--- config.mk ---
export PLATFORM = sky130hd
export DESIGN_NAME = fixed_layout_message_parser_flat
export DESIGN_NICKNAME = d
export VERILOG_FILES = /design/src/rtl/fmp_pkg.sv /design/src/rtl/fmp_if.sv /design/src/rtl/fmp_parse_core.sv /design/src/rtl/fmp_out_reg.sv /design/src/rtl/fixed_layout_message_parser.sv /design/src/flat_wrapper.sv
export VERILOG_INCLUDE_DIRS = /design/src /design/src/rtl
export SDC_FILE = /design/constraint.sdc
export NUM_CORES = 1
export LEC_CHECK = 0
export BUFFER_PORTS_ARGS = -buffer_cell sky130_fd_sc_hd__buf_2
export CORE_AREA = 4 4 156 158
export CTS_CLUSTER_DIAMETER = 60
export DETAILED_ROUTE_END_ITERATION = 10
export DIE_AREA = 0 0 160 162
export PLACE_DENSITY = 0.83
export RECOVER_POWER = 25
export SYNTH_ARGS = -nofsm -noshare
export SYNTH_HDL_FRONTEND = slang
export SYNTH_HIERARCHICAL = 1
export SYNTH_SLANG_ARGS = --single-unit
--- constraint.sdc ---
create_clock -name clk_i -period 4.9 [get_ports clk_i]
set_input_delay 0.245 -clock clk_i [delete_from_list [all_inputs] [get_ports clk_i]]
set_output_delay 0.245 -clock clk_i [all_outputs]
set_load 0.01 [all_outputs]
--- src/rtl/fixed_layout_message_parser_defines.svh ---
// ----------------------------------------------------------------------------
// Assertion macros for the fixed layout message parser
// Checks are compiled for simulation only and vanish in synthesis.
// ----------------------------------------------------------------------------
`ifndef FIXED_LAYOUT_MESSAGE_PARSER_DEFINES_SVH
`define FIXED_LAYOUT_MESSAGE_PARSER_DEFINES_SVH

`ifndef SYNTHESIS
// clocked check, off while reset is asserted
`define FMP_ASSERT(lbl, prop) \
  lbl: assert property (@(posedge clk_i) disable iff (!rst_ni) prop) \
    else $error("fmp assertion failed");
// same check with a message of its own
`define FMP_ASSERT_MSG(lbl, prop, msg) \
  lbl: assert property (@(posedge clk_i) disable iff (!rst_ni) prop) \
    else $error(msg);
`else
`define FMP_ASSERT(lbl, prop)
`define FMP_ASSERT_MSG(lbl, prop, msg)
`endif

`endif

--- src/rtl/fmp_pkg.sv ---
// ----------------------------------------------------------------------------
// fmp_pkg
// Types and constants shared by the message parser modules.
// ----------------------------------------------------------------------------
package fmp_pkg;

  localparam int unsigned CFG_IDX_W = 1;
  localparam int unsigned CFG_DAT_W = 16;

  // parse phases
  localparam logic [3:0] PH_MAGIC   = 4'd0;
  localparam logic [3:0] PH_VERSION = 4'd1;
  localparam logic [3:0] PH_SRC     = 4'd2;
  localparam logic [3:0] PH_DST     = 4'd3;
  localparam logic [3:0] PH_NONCE   = 4'd4;
  localparam logic [3:0] PH_EXPIRY  = 4'd5;
  localparam logic [3:0] PH_AMOUNT  = 4'd6;
  localparam logic [3:0] PH_TOKEN   = 4'd7;
  localparam logic [3:0] PH_RECIP   = 4'd8;
  localparam logic [3:0] PH_MEMOLEN = 4'd9;
  localparam logic [3:0] PH_MEMO    = 4'd10;
  localparam logic [3:0] PH_DONE    = 4'd11;

  // field tags
  localparam logic [3:0] TAG_NONE    = 4'd0;
  localparam logic [3:0] TAG_SRC     = 4'd1;
  localparam logic [3:0] TAG_TOKEN   = 4'd6;
  localparam logic [3:0] TAG_RECIP   = 4'd7;
  localparam logic [3:0] TAG_MEMOLEN = 4'd8;
  localparam logic [3:0] TAG_MEMO    = 4'd9;

  // error codes
  localparam logic [2:0] ERR_NONE      = 3'd0;
  localparam logic [2:0] ERR_TOO_LONG  = 3'd1;
  localparam logic [2:0] ERR_MAGIC     = 3'd2;
  localparam logic [2:0] ERR_VERSION   = 3'd3;
  localparam logic [2:0] ERR_TRUNC     = 3'd4;
  localparam logic [2:0] ERR_MEMO_LONG = 3'd5;
  localparam logic [2:0] ERR_TRAILING  = 3'd6;

  // configuration register indexes
  localparam logic [CFG_IDX_W-1:0] REG_MAX_MESSAGE = 1'd0;
  localparam logic [CFG_IDX_W-1:0] REG_MAX_MEMO    = 1'd1;

  localparam logic [15:0] MAX_MESSAGE_RST = 16'd4096;
  localparam logic [15:0] MAX_MEMO_RST    = 16'd256;
  localparam logic [16:0] TOTAL_SAT       = 17'h1FFFF;

  localparam logic [7:0] MAGIC_B0 = 8'h42;  // 'B'
  localparam logic [7:0] MAGIC_B1 = 8'h52;  // 'R'
  localparam logic [7:0] MAGIC_B2 = 8'h47;  // 'G'
  localparam logic [7:0] MAGIC_B3 = 8'h32;  // '2'
  localparam logic [31:0] VERSION_ONE = 32'd1;

  typedef struct packed {
    logic [3:0]  field_tag;
    logic [63:0] field_value;
    logic [15:0] array_index;
    logic        message_done;
    logic        message_ok;
    logic [2:0]  error_code;
  } fmp_result_t;

  function automatic logic [7:0] magic_byte(input logic [1:0] pos);
    logic [7:0] b;
    case (pos)
      2'd0: b = MAGIC_B0;
      2'd1: b = MAGIC_B1;
      2'd2: b = MAGIC_B2;
      default: b = MAGIC_B3;
    endcase
    return b;
  endfunction

endpackage

--- src/rtl/fmp_if.sv ---
// ----------------------------------------------------------------------------
// fmp channel interfaces
// Valid/ready channels for message bytes, parse results and register writes.
// ----------------------------------------------------------------------------
interface fmp_in_if;
  logic       valid;
  logic       ready;
  logic [7:0] data_byte;
  logic       final_byte;

  modport source (output valid, output data_byte, output final_byte, input ready);
  modport sink (input valid, input data_byte, input final_byte, output ready);
endinterface

interface fmp_out_if;
  logic        valid;
  logic        ready;
  logic [3:0]  field_tag;
  logic [63:0] field_value;
  logic [15:0] array_index;
  logic        message_done;
  logic        message_ok;
  logic [2:0]  error_code;

  modport source (output valid, output field_tag, output field_value,
                  output array_index, output message_done, output message_ok,
                  output error_code, input ready);
  modport sink (input valid, input field_tag, input field_value,
                input array_index, input message_done, input message_ok,
                input error_code, output ready);
endinterface

interface fmp_cfg_if;
  import fmp_pkg::*;
  logic                 valid;
  logic                 ready;
  logic [CFG_IDX_W-1:0] index;
  logic [CFG_DAT_W-1:0] data;

  modport source (output valid, output index, output data, input ready);
  modport sink (input valid, input index, input data, output ready);
endinterface

--- src/rtl/fmp_parse_core.sv ---
// ----------------------------------------------------------------------------
// fmp_parse_core
// Message parse state and the per-word next-state and result logic.
// ----------------------------------------------------------------------------
`include "fixed_layout_message_parser_defines.svh"

module fmp_parse_core #(
  parameter int unsigned TOKEN_BYTES     = 32,
  parameter int unsigned RECIPIENT_BYTES = 32
) (
  input  logic                clk_i,
  input  logic                rst_ni,
  input  logic                fire_i,
  input  logic [7:0]          data_byte_i,
  input  logic                final_byte_i,
  input  logic [15:0]         max_message_bytes_i,
  input  logic [15:0]         memo_limit_i,
  output fmp_pkg::fmp_result_t result_o
);
  import fmp_pkg::*;

  logic [3:0]  phase_q, phase_d;
  logic [15:0] cnt_q, cnt_d;
  logic [16:0] total_q, total_d;
  logic [63:0] acc_q, acc_d;
  logic [15:0] memo_size_q, memo_size_d;
  logic [2:0]  err_q, err_d;

  logic [16:0] total_inc;
  logic [16:0] cnt_inc;
  logic [63:0] acc_or;
  logic [31:0] word;
  fmp_result_t res;
  logic        msg_end;
  logic        total_sat;

  assign total_inc = (total_q == TOTAL_SAT) ? total_q : total_q + 17'd1;
  assign cnt_inc   = {1'b0, cnt_q} + 17'd1;
  assign acc_or    = acc_q | ({56'd0, data_byte_i} << {cnt_q[2:0], 3'b000});
  assign word      = acc_or[31:0];

  always_comb begin
    phase_d     = phase_q;
    cnt_d       = cnt_q;
    total_d     = total_inc;
    acc_d       = acc_q;
    memo_size_d = memo_size_q;
    err_d       = err_q;
    res         = '0;

    if (total_inc > {1'b0, max_message_bytes_i}) begin
      err_d = ERR_TOO_LONG;
    end else if (err_q == ERR_NONE) begin
      case (phase_q)
        PH_MAGIC: begin
          if (data_byte_i != magic_byte(cnt_q[1:0])) begin
            err_d = ERR_MAGIC;
          end else if (cnt_inc >= 17'd4) begin
            phase_d = PH_VERSION;
            cnt_d   = '0;
          end else begin
            cnt_d = cnt_inc[15:0];
          end
        end
        PH_VERSION, PH_MEMOLEN: begin
          if (cnt_inc >= 17'd4) begin
            cnt_d = '0;
            acc_d = '0;
            if (phase_q == PH_VERSION) begin
              if (word != VERSION_ONE) begin
                err_d = ERR_VERSION;
              end else begin
                phase_d = PH_SRC;
              end
            end else begin
              memo_size_d = word[15:0];
              if (word > {16'd0, memo_limit_i}) begin
                err_d = ERR_MEMO_LONG;
              end else begin
                res.field_tag   = TAG_MEMOLEN;
                res.field_value = {32'd0, word};
                phase_d = (word == 32'd0) ? PH_DONE : PH_MEMO;
              end
            end
          end else begin
            cnt_d = cnt_inc[15:0];
            acc_d = acc_or;
          end
        end
        PH_SRC, PH_DST, PH_NONCE, PH_EXPIRY, PH_AMOUNT: begin
          if (cnt_inc >= 17'd8) begin
            res.field_tag   = phase_q - (PH_SRC - TAG_SRC);
            res.field_value = acc_or;
            phase_d = phase_q + 4'd1;
            cnt_d   = '0;
            acc_d   = '0;
          end else begin
            cnt_d = cnt_inc[15:0];
            acc_d = acc_or;
          end
        end
        PH_TOKEN, PH_RECIP: begin
          res.field_tag   = (phase_q == PH_TOKEN) ? TAG_TOKEN : TAG_RECIP;
          res.field_value = {56'd0, data_byte_i};
          res.array_index = cnt_q;
          if (cnt_inc >= ((phase_q == PH_TOKEN) ? 17'(TOKEN_BYTES)
                                                : 17'(RECIPIENT_BYTES))) begin
            phase_d = phase_q + 4'd1;
            cnt_d   = '0;
          end else begin
            cnt_d = cnt_inc[15:0];
          end
        end
        PH_MEMO: begin
          res.field_tag   = TAG_MEMO;
          res.field_value = {56'd0, data_byte_i};
          res.array_index = cnt_q;
          if (cnt_inc >= {1'b0, memo_size_q}) begin
            phase_d = PH_DONE;
            cnt_d   = '0;
          end else begin
            cnt_d = cnt_inc[15:0];
          end
        end
        default: begin
          err_d = ERR_TRAILING;
        end
      endcase
    end

    if (final_byte_i) begin
      if (err_d == ERR_NONE && phase_d != PH_DONE) begin
        err_d = ERR_TRUNC;
      end
      res.message_done = 1'b1;
      res.message_ok   = (err_d == ERR_NONE);
    end
    res.error_code = err_d;

    // message boundary: back to the start state
    if (final_byte_i) begin
      phase_d     = PH_MAGIC;
      cnt_d       = '0;
      total_d     = '0;
      acc_d       = '0;
      memo_size_d = '0;
      err_d       = ERR_NONE;
    end
  end

  assign result_o = res;

  always_ff @(posedge clk_i or negedge rst_ni) begin
    if (!rst_ni) begin
      phase_q     <= PH_MAGIC;
      cnt_q       <= '0;
      total_q     <= '0;
      acc_q       <= '0;
      memo_size_q <= '0;
      err_q       <= ERR_NONE;
    end else if (fire_i) begin
      phase_q     <= phase_d;
      cnt_q       <= cnt_d;
      total_q     <= total_d;
      acc_q       <= acc_d;
      memo_size_q <= memo_size_d;
      err_q       <= err_d;
    end
  end

  assign msg_end   = fire_i && final_byte_i;
  assign total_sat = (total_q == TOTAL_SAT);

  `FMP_ASSERT(a_final_clears, msg_end |=> (phase_q == PH_MAGIC && err_q == ERR_NONE))
  `FMP_ASSERT_MSG(a_err_sticky, (err_q != ERR_NONE && !msg_end) |=> (err_q != ERR_NONE), "err lost")
  `FMP_ASSERT(a_magic_cnt, (phase_q == PH_MAGIC) |-> (cnt_q < 16'd4))
  `FMP_ASSERT_MSG(a_total_sat, (total_sat && !msg_end) |=> total_sat, "count left saturation")

endmodule

--- src/rtl/fmp_out_reg.sv ---
// ----------------------------------------------------------------------------
// fmp_out_reg
// Result register with valid/ready handshake toward the receiver.
// ----------------------------------------------------------------------------
module fmp_out_reg (
  input  logic                clk_i,
  input  logic                rst_ni,
  input  logic                load_i,
  input  fmp_pkg::fmp_result_t result_i,
  output logic                ready_o,
  fmp_out_if.source           out_o
);
  import fmp_pkg::*;

  logic        valid_q;
  fmp_result_t data_q;

  // a new word may enter while the held one is taken in the same cycle
  assign ready_o = !valid_q || out_o.ready;

  always_ff @(posedge clk_i or negedge rst_ni) begin
    if (!rst_ni) begin
      valid_q <= 1'b0;
    end else if (ready_o) begin
      valid_q <= load_i;
    end
  end

  always_ff @(posedge clk_i) begin
    if (ready_o && load_i) begin
      data_q <= result_i;
    end
  end

  assign out_o.valid        = valid_q;
  assign out_o.field_tag    = data_q.field_tag;
  assign out_o.field_value  = data_q.field_value;
  assign out_o.array_index  = data_q.array_index;
  assign out_o.message_done = data_q.message_done;
  assign out_o.message_ok   = data_q.message_ok;
  assign out_o.error_code   = data_q.error_code;

endmodule

--- src/rtl/fixed_layout_message_parser.sv ---
// ----------------------------------------------------------------------------
// fixed_layout_message_parser
// Byte-serial parser for the fixed layout transfer message.
// ----------------------------------------------------------------------------
// Channels: in_i takes one message byte per word with final_byte on the last
// byte; out_o gives exactly one result word per input word, in order; cfg_i
// writes the message length limit (index 0) and the memo length limit
// (index 1) and is always ready. Write registers only while no word is in flight.
// A result is registered and appears in the cycle after its byte is accepted.
// Throughput: one byte per cycle while the receiver keeps out_o.ready high, set
// by the single result register that follows the parse logic; the state update
// per byte is a counter step and a byte insert into the 64-bit accumulator.
// Reset: parse state goes to the start of a message, limits go to 4096 and
// 256 bytes, the result register empties.
// Stall: while the receiver holds out_o.ready low with a result waiting,
// in_i.ready drops and the input is held off; when the result is taken a
// new byte is accepted in that same cycle.
// ----------------------------------------------------------------------------
module fixed_layout_message_parser #(
  parameter int unsigned TOKEN_BYTES     = 32,
  parameter int unsigned RECIPIENT_BYTES = 32
) (
  input  logic      clk_i,
  input  logic      rst_ni,
  fmp_in_if.sink    in_i,
  fmp_out_if.source out_o,
  fmp_cfg_if.sink   cfg_i
);
  import fmp_pkg::*;

  logic [15:0] max_message_q;
  logic [15:0] max_memo_q;
  logic        stage_ready;
  logic        fire;
  fmp_result_t result;

  assign cfg_i.ready = 1'b1;

  always_ff @(posedge clk_i or negedge rst_ni) begin
    if (!rst_ni) begin
      max_message_q <= MAX_MESSAGE_RST;
      max_memo_q    <= MAX_MEMO_RST;
    end else if (cfg_i.valid) begin
      case (cfg_i.index)
        REG_MAX_MESSAGE: max_message_q <= cfg_i.data;
        REG_MAX_MEMO:    max_memo_q    <= cfg_i.data;
        default: begin
        end
      endcase
    end
  end

  assign in_i.ready = stage_ready;
  assign fire       = in_i.valid && stage_ready;

  fmp_parse_core #(
    .TOKEN_BYTES     (TOKEN_BYTES),
    .RECIPIENT_BYTES (RECIPIENT_BYTES)
  ) u_core (
    .clk_i               (clk_i),
    .rst_ni              (rst_ni),
    .fire_i              (fire),
    .data_byte_i         (in_i.data_byte),
    .final_byte_i        (in_i.final_byte),
    .max_message_bytes_i (max_message_q),
    .memo_limit_i        (max_memo_q),
    .result_o            (result)
  );

  fmp_out_reg u_out (
    .clk_i    (clk_i),
    .rst_ni   (rst_ni),
    .load_i   (fire),
    .result_i (result),
    .ready_o  (stage_ready),
    .out_o    (out_o)
  );

endmodule
--- src/flat_wrapper.sv ---
// flat-port wrapper written by rule: the top's interface ports become plain ports
module fixed_layout_message_parser_flat import fmp_pkg::*;
#(
  parameter int unsigned TOKEN_BYTES     = 32,
  parameter int unsigned RECIPIENT_BYTES = 32
)
  (clk_i, rst_ni, in_i_valid, in_i_data_byte, in_i_final_byte, in_i_ready, out_o_valid, out_o_field_tag, out_o_field_value, out_o_array_index, out_o_message_done, out_o_message_ok, out_o_error_code, out_o_ready, cfg_i_valid, cfg_i_index, cfg_i_data, cfg_i_ready);
  fmp_in_if in_i_i ();
  fmp_out_if out_o_i ();
  fmp_cfg_if cfg_i_i ();
  input  logic clk_i;
  input  logic rst_ni;
  input wire logic [$bits(in_i_i.valid)-1:0] in_i_valid;
  input wire logic [$bits(in_i_i.data_byte)-1:0] in_i_data_byte;
  input wire logic [$bits(in_i_i.final_byte)-1:0] in_i_final_byte;
  output wire logic [$bits(in_i_i.ready)-1:0] in_i_ready;
  output wire logic [$bits(out_o_i.valid)-1:0] out_o_valid;
  output wire logic [$bits(out_o_i.field_tag)-1:0] out_o_field_tag;
  output wire logic [$bits(out_o_i.field_value)-1:0] out_o_field_value;
  output wire logic [$bits(out_o_i.array_index)-1:0] out_o_array_index;
  output wire logic [$bits(out_o_i.message_done)-1:0] out_o_message_done;
  output wire logic [$bits(out_o_i.message_ok)-1:0] out_o_message_ok;
  output wire logic [$bits(out_o_i.error_code)-1:0] out_o_error_code;
  input wire logic [$bits(out_o_i.ready)-1:0] out_o_ready;
  input wire logic [$bits(cfg_i_i.valid)-1:0] cfg_i_valid;
  input wire logic [$bits(cfg_i_i.index)-1:0] cfg_i_index;
  input wire logic [$bits(cfg_i_i.data)-1:0] cfg_i_data;
  output wire logic [$bits(cfg_i_i.ready)-1:0] cfg_i_ready;
  assign in_i_i.valid = in_i_valid;
  assign in_i_i.data_byte = in_i_data_byte;
  assign in_i_i.final_byte = in_i_final_byte;
  assign in_i_ready = in_i_i.ready;
  assign out_o_valid = out_o_i.valid;
  assign out_o_field_tag = out_o_i.field_tag;
  assign out_o_field_value = out_o_i.field_value;
  assign out_o_array_index = out_o_i.array_index;
  assign out_o_message_done = out_o_i.message_done;
  assign out_o_message_ok = out_o_i.message_ok;
  assign out_o_error_code = out_o_i.error_code;
  assign out_o_i.ready = out_o_ready;
  assign cfg_i_i.valid = cfg_i_valid;
  assign cfg_i_i.index = cfg_i_index;
  assign cfg_i_i.data = cfg_i_data;
  assign cfg_i_ready = cfg_i_i.ready;
  fixed_layout_message_parser #(.TOKEN_BYTES(TOKEN_BYTES), .RECIPIENT_BYTES(RECIPIENT_BYTES)) u_core (.clk_i(clk_i), .rst_ni(rst_ni), .in_i(in_i_i), .out_o(out_o_i), .cfg_i(cfg_i_i));
endmodule
# After elaboration in Yosys (flattened, before gate mapping)
# Index checks and enable logic that the tools add are counted.
# totals
reg_bits	242
in_bits	31
out_inout_bits	92
word_cells	137
# op_classes
add_sub_neg	4
magnitude_cmp	6
n_eq_ne	19
n_shift	1
muxes	60
bitwise	4
n_reduce_logical	28
# ops
op	count
$mux W64	5
$mux W68	4
$pmux W68 S4	1
$mux W16	14
$pmux W64 S2	1
$pmux W16 S5	1
$or A64 B64 Y64	1
$shl A8 B6 Y64	1
$mux W4	12
$mux W17	2
$mux W3	11
$gt A32 B16 Y1	1
$logic_not A32 Y1	1
$ne A32 B1 Y1 const B	1
$mux W8	3
$pmux W7 S3	1
$pmux W4 S5	1
$add A16 B1 Y17 const B	1
$add A17 B1 Y17 const B	1
$eq A17 B17 Y1 const B	1
$ge A17 B16 Y1	1
$ge A17 B3 Y1 const B	1
$ge A17 B4 Y1 const B	1
$ge A17 B6 Y1 const B	1
other kinds (34)	54

# Logic depth before layout (Yosys ltp)
# Gate-level depths: netlist of run 1.
# logic_depth
word_depth	16
depth_mapped	22

# By module
# Netlist of run 1, hierarchy kept.
# by_module_without_submodules
module	n_inst	cells_each	area_each_um2	seq_area_each_um2
fmp_parse_core	1	1105	8834.7	3002.9
fmp_out_reg	1	93	2726.4	2697.6
fixed_layout_message_parser	1	72	1272.5	803.3

# Worst setup path after synthesis of run 1
# Ideal clock, no wire load.
# synth_path
kind	register to register
startpoint	reg u_core.u_core.total_q[9]
endpoint	reg u_core.u_core.acc_q[40]
setup_ns	0.073
arrival_time_ns	4.329
required_time_ns	4.827
path_slack_ns	0.498
stages_incl_launch_ff	22
synth_period_minus_slack_ns	4.402
cell_sequence	dfrtp_1 > clkbuf_1 > and3_1 > and3_1 > nand3_1 > nand2b_1 > or2_2 > clkbuf_1 > nor3_1 > nand2_1 > xnor2_1 > ha_1 > nand4_1 > or4_1 > nand3_1 > and4b_1 > and3_1 > o21ai_0 > clkbuf_1 > nor3_1 > a21oi_1 > nor2_1
# synth_via
elab_chain_cells	5
elab_cells_between_ends	6
classes_between	add/sub: 1; order compare: 1; eq/ne: 2; mux: 1; reduce/logical: 1
# synth_lines
element	line_no	source
from (decl)	fmp_parse_core.sv:24	logic [16:0] total_q, total_d;
from (signal assigned)	fmp_parse_core.sv:164	total_q <= total_d;
$add A17 B1 Y17 or $eq A17 B17 Y1 (tied branches)	fmp_parse_core.sv:37	assign total_inc = (total_q == TOTAL_SAT) ? total_q : total_q + 17'd1;
$mux W17 *	fmp_parse_core.sv:37	
$gt A17 B16 Y1 *	fmp_parse_core.sv:51	if (total_inc > {1'b0, max_message_bytes_i}) begin
$ne A2 B2 Y1 (no line) *	n/a	
$reduce_and A4 Y1 (no line) *	n/a	
to (signal assigned)	fmp_parse_core.sv:158	acc_q <= '0;
to (signal assigned)	fmp_parse_core.sv:165	acc_q <= acc_d;
to (decl)	fmp_parse_core.sv:25	logic [63:0] acc_q, acc_d;
# Every way passes the cells marked *; elsewhere a longest branch is shown, timed or not.
# A chain may end at the register's enable or synchronous reset.

==> flow_metrics.env, run 1 <==
export IMPL_clk_path_buf_depth=3
export IMPL_syn_avg_cell_area_um2=10.11
export IMPL_antenna_found_initial=0
export IMPL_initial_utilization_pct=55.50
export IMPL_final_util_pct=63.91
export IMPL_final_antenna_net_count=0
export IMPL_setup_violations_final=0
export IMPL_critPathRequiredTime_ns=5.16
export IMPL_end_kind="flip-flop"
export IMPL_worstSetupPathType="reg -> reg"
export IMPL_die_x_um=160
export IMPL_period_needed_ns=4.624
export IMPL_hold_class="in -> reg"
export IMPL_tightest_slew_ns=2.705
export IMPL_finalCritPeriodShare_pct=94.37
export IMPL_cp_slowest_cell="dfrtp_2"
export IMPL_crit_fanout=7
export IMPL_cp_arrival_ns=4.89
export IMPL_cts_root_buf="clkbuf_16"
export IMPL_dpl_hpwl_um=22930
export IMPL_clock_sinks=242
export IMPL_worstReg2RegStart="u_core/u_core/total_q[0]"
export IMPL_synthDistinctLibCells=91
export IMPL_status="finished with violations"
export IMPL_clock_latency_ns=0.53
export IMPL_layout_drive_gt1_share_pct=18.38
export IMPL_grt_pass1_wl_um=54640
export IMPL_htreeDepth=1
export IMPL_drv_slew=107
export IMPL_num_vias=10410
export IMPL_ioPinCount=123
export IMPL_vias_per_cell=6.124
export IMPL_leakage_nw=6.445
export IMPL_path_cells="ha_1, nand3_1, nor3_2, nand3_2, and4_1, and2_1, nand2_2, nor3_1, xor2_1, ha_1, nand4_1, or4_1, nand3_1, and4b_1, nand2_2, buf_4, a211o_1, mux2i_1, and3_1, a31oi_1"
export IMPL_timing_rr_end="u_core/u_out/out_o.error_code[2]"
export IMPL_crit_path_max_incr_delay_ns=0.44
export IMPL_cp_start_kind="flip-flop"
export IMPL_maxCapViolCount=1
export IMPL_rows=56
export IMPL_diodes=0
export IMPL_die_h_um=162
export IMPL_cts_tree="done"
export IMPL_violations="max-capacitance violations, max-slew violations"
export IMPL_finClkSkew_ns=0.01265
export IMPL_yosysTopAreaCell="dfrtp_1"
export IMPL_port_buffers=121
export IMPL_syn_inst=1270
export IMPL_async_reset_ff_share_pct=63.22
export IMPL_grtUsageTotal_pct=25.66
export IMPL_grt_max_degree=107
export IMPL_peakVddDrop_v=0.0003136
export IMPL_die_area_um2=25920
export IMPL_synth_edff_count=89
export IMPL_power_density_nw_per_um2=411.5
export IMPL_core_um2=23120
export IMPL_nNetsFinal=1477
export IMPL_synth_area_um2=12830
export IMPL_synth_area_leaders="dfrtp_1 (29%), edfxtp_1 (21%), ha_1 (5.6%)"
export IMPL_post_cts_buffers=0
export IMPL_hold_slack_ns=0.1965
export IMPL_drt_wl_total_um=33710
export IMPL_first_global_vias=10410
export IMPL_synth_top_flop_cell="dfrtp_1"
export IMPL_startpoint="u_core/u_core/total_q[0]"
export IMPL_first_pass_iters=5
export IMPL_cts_buffers=26
export IMPL_slew_headroom_pct=-80.30
export IMPL_rrSetupSlack_ns=0.28
export IMPL_fmax_mhz=216.2
export IMPL_synth_warnings=6
export IMPL_yosys_register_bits=242
export IMPL_yosysTopAreaCellShare_pct=29.44
export IMPL_syn_num_nets=1358
export IMPL_grt_overflow=0
export IMPL_wl_per_cell_um=19.84
export IMPL_yosysSeqAreaShare_pct=50.68
export IMPL_fillers=1828
export IMPL_r2r_cells=20
export IMPL_drt_iter0_drc=865
export IMPL_drc=0
export IMPL_globalplace_congestion=0.9261
export IMPL_finalHoldViolCount=0
export IMPL_critical_path_endpoint="u_core/u_out/out_o.error_code[2]"
export IMPL_path_clk_slew_ns=0.06
export IMPL_syn2layout_area_growth_pct=15.15
[per-layer routing]
metal	up-vias	track usage [%]	wire [µm]
li1	4796	-	-
met1	5021	34.06	13800
met2	503	43.60	16340
met3	85	3.527	2510
met4	0	9.151	1053
met5	-	0	0
[placed cells by master (no fill, tap or decap), drive strengths merged, types with 17 or more instances in the layout]
| cell type | count |
|---|---|
| xnor2 | 17 |
| o31ai | 18 |
| ha | 57 |
| dfrtp | 151 |
| and2 | 22 |
| buf | 144 |
| nand3 | 36 |
| o21ai | 37 |
| nor2 | 169 |
| mux2 | 35 |
| edfxtp | 89 |
| inv | 78 |
| nand2 | 66 |
| nor3 | 29 |
| clkbuf | 47 |
| a21oi | 140 |
| dlygate4sd3 | 18 |
| nand4 | 24 |
[cell type report]
type                       instances  area [µm²]  area share, %
clock buffer                      36       749.5          5.072
clock inverter                    12       146.4         0.9906
inverter                          80       300.3          2.032
multi-input combinational        866        5655          38.27
sequential                       242        6506          44.03
tap                              290       362.8          2.455
timing repair buffer             173        1057          7.154
[how the worst min path moves through the flow]
stage,start,to,slack (ns),depth (start not counted)
floorplan,rst_ni,u_core/max_memo_q[0],-0.05,0
global placement,rst_ni,u_core/u_out/out_o.valid,0.45,1
detailed placement,rst_ni,u_core/max_memo_q[9],0.46,1
CTS,in_i_data_byte[7],u_core/u_core/acc_q[23],0.18,3
global route,in_i_data_byte[2],u_core/u_core/acc_q[18],0.20,3
finish,in_i_data_byte[7],u_core/u_core/acc_q[23],0.20,3
[metrics by stage]
stage                     cell area [µm²]  instances  setup TNS [ns]  total power [mW]  worst slack, ns
after floorplan                     12830       1270               0             3.475           0.4980
after global placement              13700       1633               0             3.952           0.3295
after detailed placement            13700       1633               0             4.019          0.09028
after CTS                           14780       1699               0             6.063          0.08910
after global routing                14780       1699        -0.09680             6.363         -0.03031
final                               14780       1699               0             6.081           0.2757
[state kept, by name, indices dropped and copies added (netlist names), 3 cells and up]
register                        flops
u_core/u_core/cnt_q                16
u_core/max_message_q               16
u_core/u_out/out_o.array_index     16
u_core/u_out/out_o.error_code       3
u_core/u_core/total_q              17
u_core/u_out/out_o.field_tag        4
u_core/u_core/acc_q                64
u_core/u_core/phase_q               4
u_core/u_core/err_q                 3
u_core/max_memo_q                  16
u_core/u_out/out_o.field_value     64
u_core/u_core/memo_size_q          16
[cells in the mapped netlist, types with 20 or more instances]
master      n
a21oi_1   139
nor2_1    169
nand4_1    24
nand2_1    65
nor3_1     27
edfxtp_1   89
and2_1     20
nand3_1    34
inv_1      78
ha_1       57
clkbuf_1   50
o21ai_0    35
dfrtp_1   151
mux2_2     24
[worst max-delay path, delay by kind of cell (launching register included)]
| kind | cells | cell delay, ns |
|---|---|---|
| and+or+nand+nor | 13 | 2.48 |
| adders and majority gates | 2 | 0.58 |
| DFF | 1 | 0.44 |
| AOI/OAI and AO/OA | 2 | 0.35 |
| muxes | 1 | 0.21 |
| buffers and inverters | 1 | 0.19 |
| xor gates and xnor gates | 1 | 0.12 |
[logic make-up (layout without fill, tap and decap cells)]
family                   count (synthesis)  count (layout)  share of synthesized area (%)
flip-flops                             242             242                          50.68
multiplexers                            46              46                          4.251
AND/OR/NAND/NOR                        428             428                          16.68
other                                    1               1                        0.02922
XOR/XNOR                                29              29                          1.979
buffers and inverters                  162             301                          5.479
AO/OA/AOI/OAI                          305             305                          15.35
adder cells (fa/ha/maj)                 57              57                          5.557
[report_power, final]
part	internal (mW)	switching, mW
sequential	2.34	0.151
clock	1.23	0.803
combinational	0.569	0.991
total	4.14	1.95
[repair_timing]
item,CTS,global route
resized for setup,0,14
endpoints found under the setup margin,0,95
hold endpoints to repair,136,0
hold buffers,18,0
Note: power is estimated with default switching activity, not from simulation.
==> run 2: changes to the inputs <==
Settings changed: CTS_BUF_LIST from default to sky130_fd_sc_hd__clkbuf_4 sky130_fd_sc_hd__clkbuf_8 sky130_fd_sc_hd__clkbuf_16.
==> flow_metrics.env, run 2 (synthesis results as in run 1) <==
export IMPL_final_antenna_net_count=0
export IMPL_initial_utilization_pct=55.50
export IMPL_cts_tree="done"
export IMPL_hold_class="in -> reg"
export IMPL_die_x_um=160
export IMPL_globalplace_congestion=0.9261
export IMPL_diodes=0
export IMPL_fin_tns_setup_ns=0
export IMPL_grt_overflow=0
export IMPL_grt_max_degree=107
export IMPL_final_common_cell="nor2_1"
export IMPL_clk_path_buf_depth=3
export IMPL_power_total_mw=6.110
export IMPL_fmax_mhz=214.6
export IMPL_worstSetupPathType="reg -> reg"
export IMPL_critPathRequiredTime_ns=5.17
export IMPL_grt_pass1_wl_um=54590
export IMPL_drt_wl_total_um=33780
export IMPL_post_dp_cell_area_um2=13700
export IMPL_num_vias=10440
export IMPL_cts_root_buf="clkbuf_16"
export IMPL_power_density_nw_per_um2=413.1
export IMPL_peakVddDrop_v=0.0003151
export IMPL_timing_rr_end="u_core/u_out/out_o.error_code[2]"
export IMPL_path_clk_slew_ns=0.06
export IMPL_fillers=1825
export IMPL_maxCapViolCount=1
export IMPL_grtUsageTotal_pct=25.63
export IMPL_first_global_vias=10390
export IMPL_leakage_nw=6.456
export IMPL_crit_fanout=7
export IMPL_clock_sinks=242
export IMPL_stdcell_area_um2=14790
export IMPL_r2r_cells=20
export IMPL_die_area_um2=25920
export IMPL_ioPinCount=123
export IMPL_rrSetupSlack_ns=0.24
export IMPL_holdPathEnd="u_core/u_core/acc_q[23]"
export IMPL_port_buffers=121
export IMPL_die_h_um=162
export IMPL_worstReg2RegStart="u_core/u_core/total_q[0]"
export IMPL_tightest_slew_ns=2.715
export IMPL_finalHoldViolCount=0
export IMPL_layout_drive_gt1_share_pct=18.59
export IMPL_cp_arrival_ns=4.93
export IMPL_stdcell_count=1699
export IMPL_violations="max-capacitance violations, max-slew violations"
export IMPL_core_um2=23120
export IMPL_clock_latency_ns=0.54
export IMPL_syn2layout_area_growth_pct=15.26
export IMPL_first_pass_iters=6
export IMPL_cts_buffers=26
export IMPL_status="finished with violations"
export IMPL_dp_cells=1633
export IMPL_finClkSkew_ns=0.01178
export IMPL_rows=56
export IMPL_setup_violations_final=0
export IMPL_finalCritPeriodShare_pct=95.09
export IMPL_drc=0
export IMPL_vias_per_cell=6.142
export IMPL_period_needed_ns=4.659
export IMPL_drt_iter0_drc=858
export IMPL_wl_per_cell_um=19.88
export IMPL_nNetsFinal=1477
export IMPL_post_cts_buffers=0
export IMPL_dpl_hpwl_um=22930
export IMPL_min_from="in_i_data_byte[7]"
export IMPL_slew_headroom_pct=-81.00
export IMPL_end_kind="flip-flop"
export IMPL_drv_slew=107
export IMPL_htreeDepth=1
export IMPL_holdPathStages=3
export IMPL_cp_start_kind="flip-flop"
export IMPL_antenna_found_initial=0
export IMPL_final_cell_mix="nor2_1 (169), dfrtp_1 (149), a21oi_1 (138)"
## run 2: worst max path at each step
stage,from,to
floorplan,u_core/u_core/total_q[9],u_core/u_core/acc_q[40]
global placement,u_core/u_core/total_q[0],u_core/u_core/memo_size_q[8]
detailed placement,u_core/u_core/total_q[0],u_core/u_core/cnt_q[15]
CTS,u_core/u_core/total_q[0],u_core/u_core/memo_size_q[12]
global route,u_core/u_core/total_q[0],u_core/u_out/out_o.message_ok
finish,u_core/u_core/total_q[0],u_core/u_out/out_o.error_code[2]
## run 2: cell type report
type | count | area (µm²) | area share (%)
Clock buffer | 36 | 768.2 | 5.194
Clock inverter | 12 | 146.4 | 0.9897
Inverter | 80 | 300.3 | 2.030
Multi-Input combinational cell | 866 | 5655 | 38.23
Sequential cell | 242 | 6506 | 43.99
Tap cell | 290 | 362.8 | 2.453
Timing Repair Buffer | 173 | 1052 | 7.114
## run 2: through the flow
step	utilization, %	hold WS [ns]	setup slack, ns
final	63.97	0.1959	0.2408
after global routing	63.97	0.2012	-0.03031
after CTS	63.99	0.1767	0.08474
after detailed placement	59.25	0.4614	0.09028
after global placement	59.25	0.4502	0.3295
after floorplan	-	-0.05059	0.4980
## run 2: repair_timing
action | CTS | global route
hold buffers | 18 | 0
gates resized for setup | 0 | 14
hold endpoints to repair | 136 | 0
setup endpoints to repair | 0 | 94
## run 2: worst max-delay path: stages, from the launching register on
cell     delay, ns
dfrtp_2       0.44
ha_1          0.24
nand3_1       0.15
nor3_2        0.07
nand3_2       0.14
and4_1        0.27
and2_1        0.20
nand2_2       0.12
nor3_1        0.31
xor2_1        0.12
ha_1          0.34
nand4_1       0.14
or4_1         0.42
nand3_1       0.11
and4b_1       0.24
nand2_2       0.13
buf_4         0.19
a211o_1       0.26
mux2i_1       0.21
and3_1        0.20
a31oi_1       0.09
## run 2: per-layer routing
| metal | track usage [%] | vias to the layer above | wire length [µm] | part of all wire [%] |
|---|---|---|---|---|
| met4 | 9.112 | 0 | 1083 | 3.2 |
| met1 | 34.07 | 5053 | 13750 | 41 |
| met3 | 3.552 | 88 | 2568 | 7.6 |
| li1 | - | 4794 | - | - |
| met2 | 43.51 | 501 | 16370 | 48 |
| met5 | 0 | - | 0 | 0 |
## run 2: report_power, final
group	leakage (nW)	internal (mW)	switching, mW	total (mW)
clock network	0.441	1.25	0.807	2.06
logic	3.13	0.568	0.991	1.56
registers	2.88	2.34	0.150	2.49
==> run 3: changes to the inputs <==
Settings changed: CORE_AREA 4 4 156 158 to 4 4 174 176, DIE_AREA 0 0 160 162 to 0 0 178 180, PLACE_DENSITY 0.83 to 0.7.
==> flow_metrics.env, run 3 (synthesis results as in run 1) <==
export IMPL_tightest_slew_ns=1.651
export IMPL_post_cts_buffers=0
export IMPL_post_dp_cell_area_um2=13860
export IMPL_maxCapViolCount=2
export IMPL_cts_tree="done"
export IMPL_diodes=0
export IMPL_slew_headroom_pct=-10.07
export IMPL_p_comb_share_pct=25.3
export IMPL_cts_buffers=27
export IMPL_status="finished with violations"
export IMPL_die_h_um=180
export IMPL_crit_top_cell="nand3_1"
export IMPL_p_sw_share_pct=31.84
export IMPL_violations="max-capacitance violations, max-slew violations"
export IMPL_final_util_pct=51.91
export IMPL_wl_per_cell_um=18.35
export IMPL_timing_rr_end="u_core/u_core/memo_size_q[10]"
export IMPL_grt_pass1_wl_um=52580
export IMPL_final_common_cell="nor2_1"
export IMPL_fillers=2600
export IMPL_path_clk_slew_ns=0.06
export IMPL_end_kind="flip-flop"
export IMPL_layout_drive_gt1_share_pct=13.57
export IMPL_drc=0
export IMPL_port_buffers=121
export IMPL_hold_class="in -> reg"
export IMPL_leakage_nw=6.272
export IMPL_peakVddDrop_v=0.0002319
export IMPL_drt_iter0_drc=829
export IMPL_initial_utilization_pct=44.83
export IMPL_drt_wl_total_um=33000
export IMPL_finalCritPeriodShare_pct=93.32
export IMPL_finClkSkew_ns=0.01738
export IMPL_num_vias=10110
export IMPL_finalHoldViolCount=0
export IMPL_critical_path_endpoint="u_core/u_core/memo_size_q[10]"
export IMPL_internal_power_mw=4.166
export IMPL_power_density_nw_per_um2=411.4
export IMPL_core_um2=28630
export IMPL_grtUsageTotal_pct=20.09
export IMPL_fmax_mhz=218.7
export IMPL_startpoint="u_core/u_core/total_q[13]"
export IMPL_die_area_um2=32040
export IMPL_rows=62
export IMPL_syn2layout_area_growth_pct=15.78
export IMPL_final_cell_mix="nor2_1 (167), dfrtp_1 (150), a21oi_1 (138)"
export IMPL_vias_per_cell=5.618
export IMPL_r2r_cells=19
export IMPL_period_needed_ns=4.573
export IMPL_first_global_vias=9687
export IMPL_clock_latency_ns=0.55
export IMPL_grt_overflow=0
export IMPL_clock_sinks=242
export IMPL_rrSetupSlack_ns=0.33
export IMPL_dpl_hpwl_um=23080
export IMPL_clk_path_buf_depth=3
export IMPL_final_antenna_net_count=0
export IMPL_drv_slew=83
export IMPL_crit_fanout=20
export IMPL_antenna_found_initial=0
export IMPL_dp_cells=1732
export IMPL_htreeDepth=1
export IMPL_critPathRequiredTime_ns=5.34
export IMPL_cp_start_kind="flip-flop"
export IMPL_clkPwrFrac_pct=34.0
export IMPL_path_cells="and3_1, and3_1, nand3_1, and4_1, and2_1, nand2_2, nor3_1, xor2_1, ha_1, nand4_1, or4_1, nand3_1, and4b_1, nand2_2, or3_1, a21oi_2, buf_6, nand3_1, o21ai_0"
export IMPL_worstReg2RegStart="u_core/u_core/total_q[13]"
export IMPL_globalplace_congestion=0.9332
export IMPL_first_pass_iters=5
export IMPL_crit_path_max_incr_delay_ns=0.44
export IMPL_die_x_um=178
export IMPL_stdcell_area_um2=14860
export IMPL_stdcell_count=1799
export IMPL_setup_violations_final=0
export IMPL_ioPinCount=123
export IMPL_cp_slowest_cell="dfrtp_1"
export IMPL_cts_root_buf="clkbuf_16"
export IMPL_nNetsFinal=1483
export IMPL_cp_arrival_ns=5.02
export IMPL_worstSetupPathType="reg -> reg"
export IMPL_power_share_sequential_pct=40.7
export IMPL_power_switching_mw=1.946
export IMPL_grt_max_degree=66
## run 3: cell types whose count changed in the layout (fill, tap and decap cells not counted), moves of 3 or more
| cell | change |
|---|---|
| buf_2 | -77 |
| clkbuf_1 | +77 |
| buf_4 | +5 |
| clkinvlp_4 | -4 |
| clkbuf_4 | +3 |
| inv_6 | +3 |
## run 3: critical path: cells and delay by family, from the launching register on
family,cells,cell delay (ns)
fa+ha+maj,1,0.33
xor+xnor,1,0.13
compound gates,2,0.35
flops,1,0.44
simple gates,14,3.02
buf+inv,1,0.21
## run 3: metrics by stage
stage,total power [mW],setup TNS (ns),setup slack [ns],hold WS (ns)
global placement,3.978,0,0.2777,0.1133
floorplan,3.475,0,0.4980,-0.05059
finish,6.112,0,0.3273,0.1957
detailed placement,4.030,0,0.09961,0.1140
global route,6.433,-0.003534,-0.003534,0.1853
CTS,6.139,0,0.08106,0.1056
## run 3: layer usage
metal	share of wire, %	vias to the layer above	global-route usage, %
li1	-	4819	-
met1	45	4875	28.43
met3	6.1	59	2.668
met5	0	-	0
met2	47	354	32.82
met4	2.3	0	5.012
## run 3: worst min path at each step
stage / cells past startpoint / slack [ns] / endpoint / startpoint
after floorplan: 0 / -0.05 / u_core/max_memo_q[0] / rst_ni
after global placement: 1 / 0.11 / u_core/u_core/total_q[3] / rst_ni
after detailed placement: 1 / 0.11 / u_core/u_core/total_q[3] / rst_ni
after CTS: 2 / 0.11 / u_core/u_core/total_q[3] / rst_ni
after global routing: 3 / 0.19 / u_core/u_core/acc_q[35] / in_i_data_byte[3]
final: 3 / 0.20 / u_core/u_core/acc_q[31] / in_i_data_byte[7]
## run 3: what timing repair did
item	4_1_cts	5_1_grt
hold buffers	18	0
setup endpoints to repair	0	109
resized for setup	0	13
endpoints found under the hold margin	56	0
## run 3: final cells by class
type	instances	area, µm²	share of cell area, %
Clock buffer	39	802.0	5.397
Clock inverter	10	132.6	0.8926
Inverter	80	300.3	2.021
Multi-Input combinational cell	866	5645	37.99
Sequential cell	242	6505	43.78
Tap cell	384	480.5	3.233
Timing Repair Buffer	178	993.5	6.686
## run 3: power by group through the flow
stage | Sequential [mW] | Combinational (mW) | Clock [mW]
2_1_floorplan | 2.50 | 0.976 | 0
3_3_place_gp | 2.52 | 1.46 | 0
3_5_place_dp | 2.52 | 1.51 | 0
4_1_cts | 2.48 | 1.53 | 2.12
5_1_grt | 2.52 | 1.70 | 2.21
6_report | 2.49 | 1.54 | 2.08
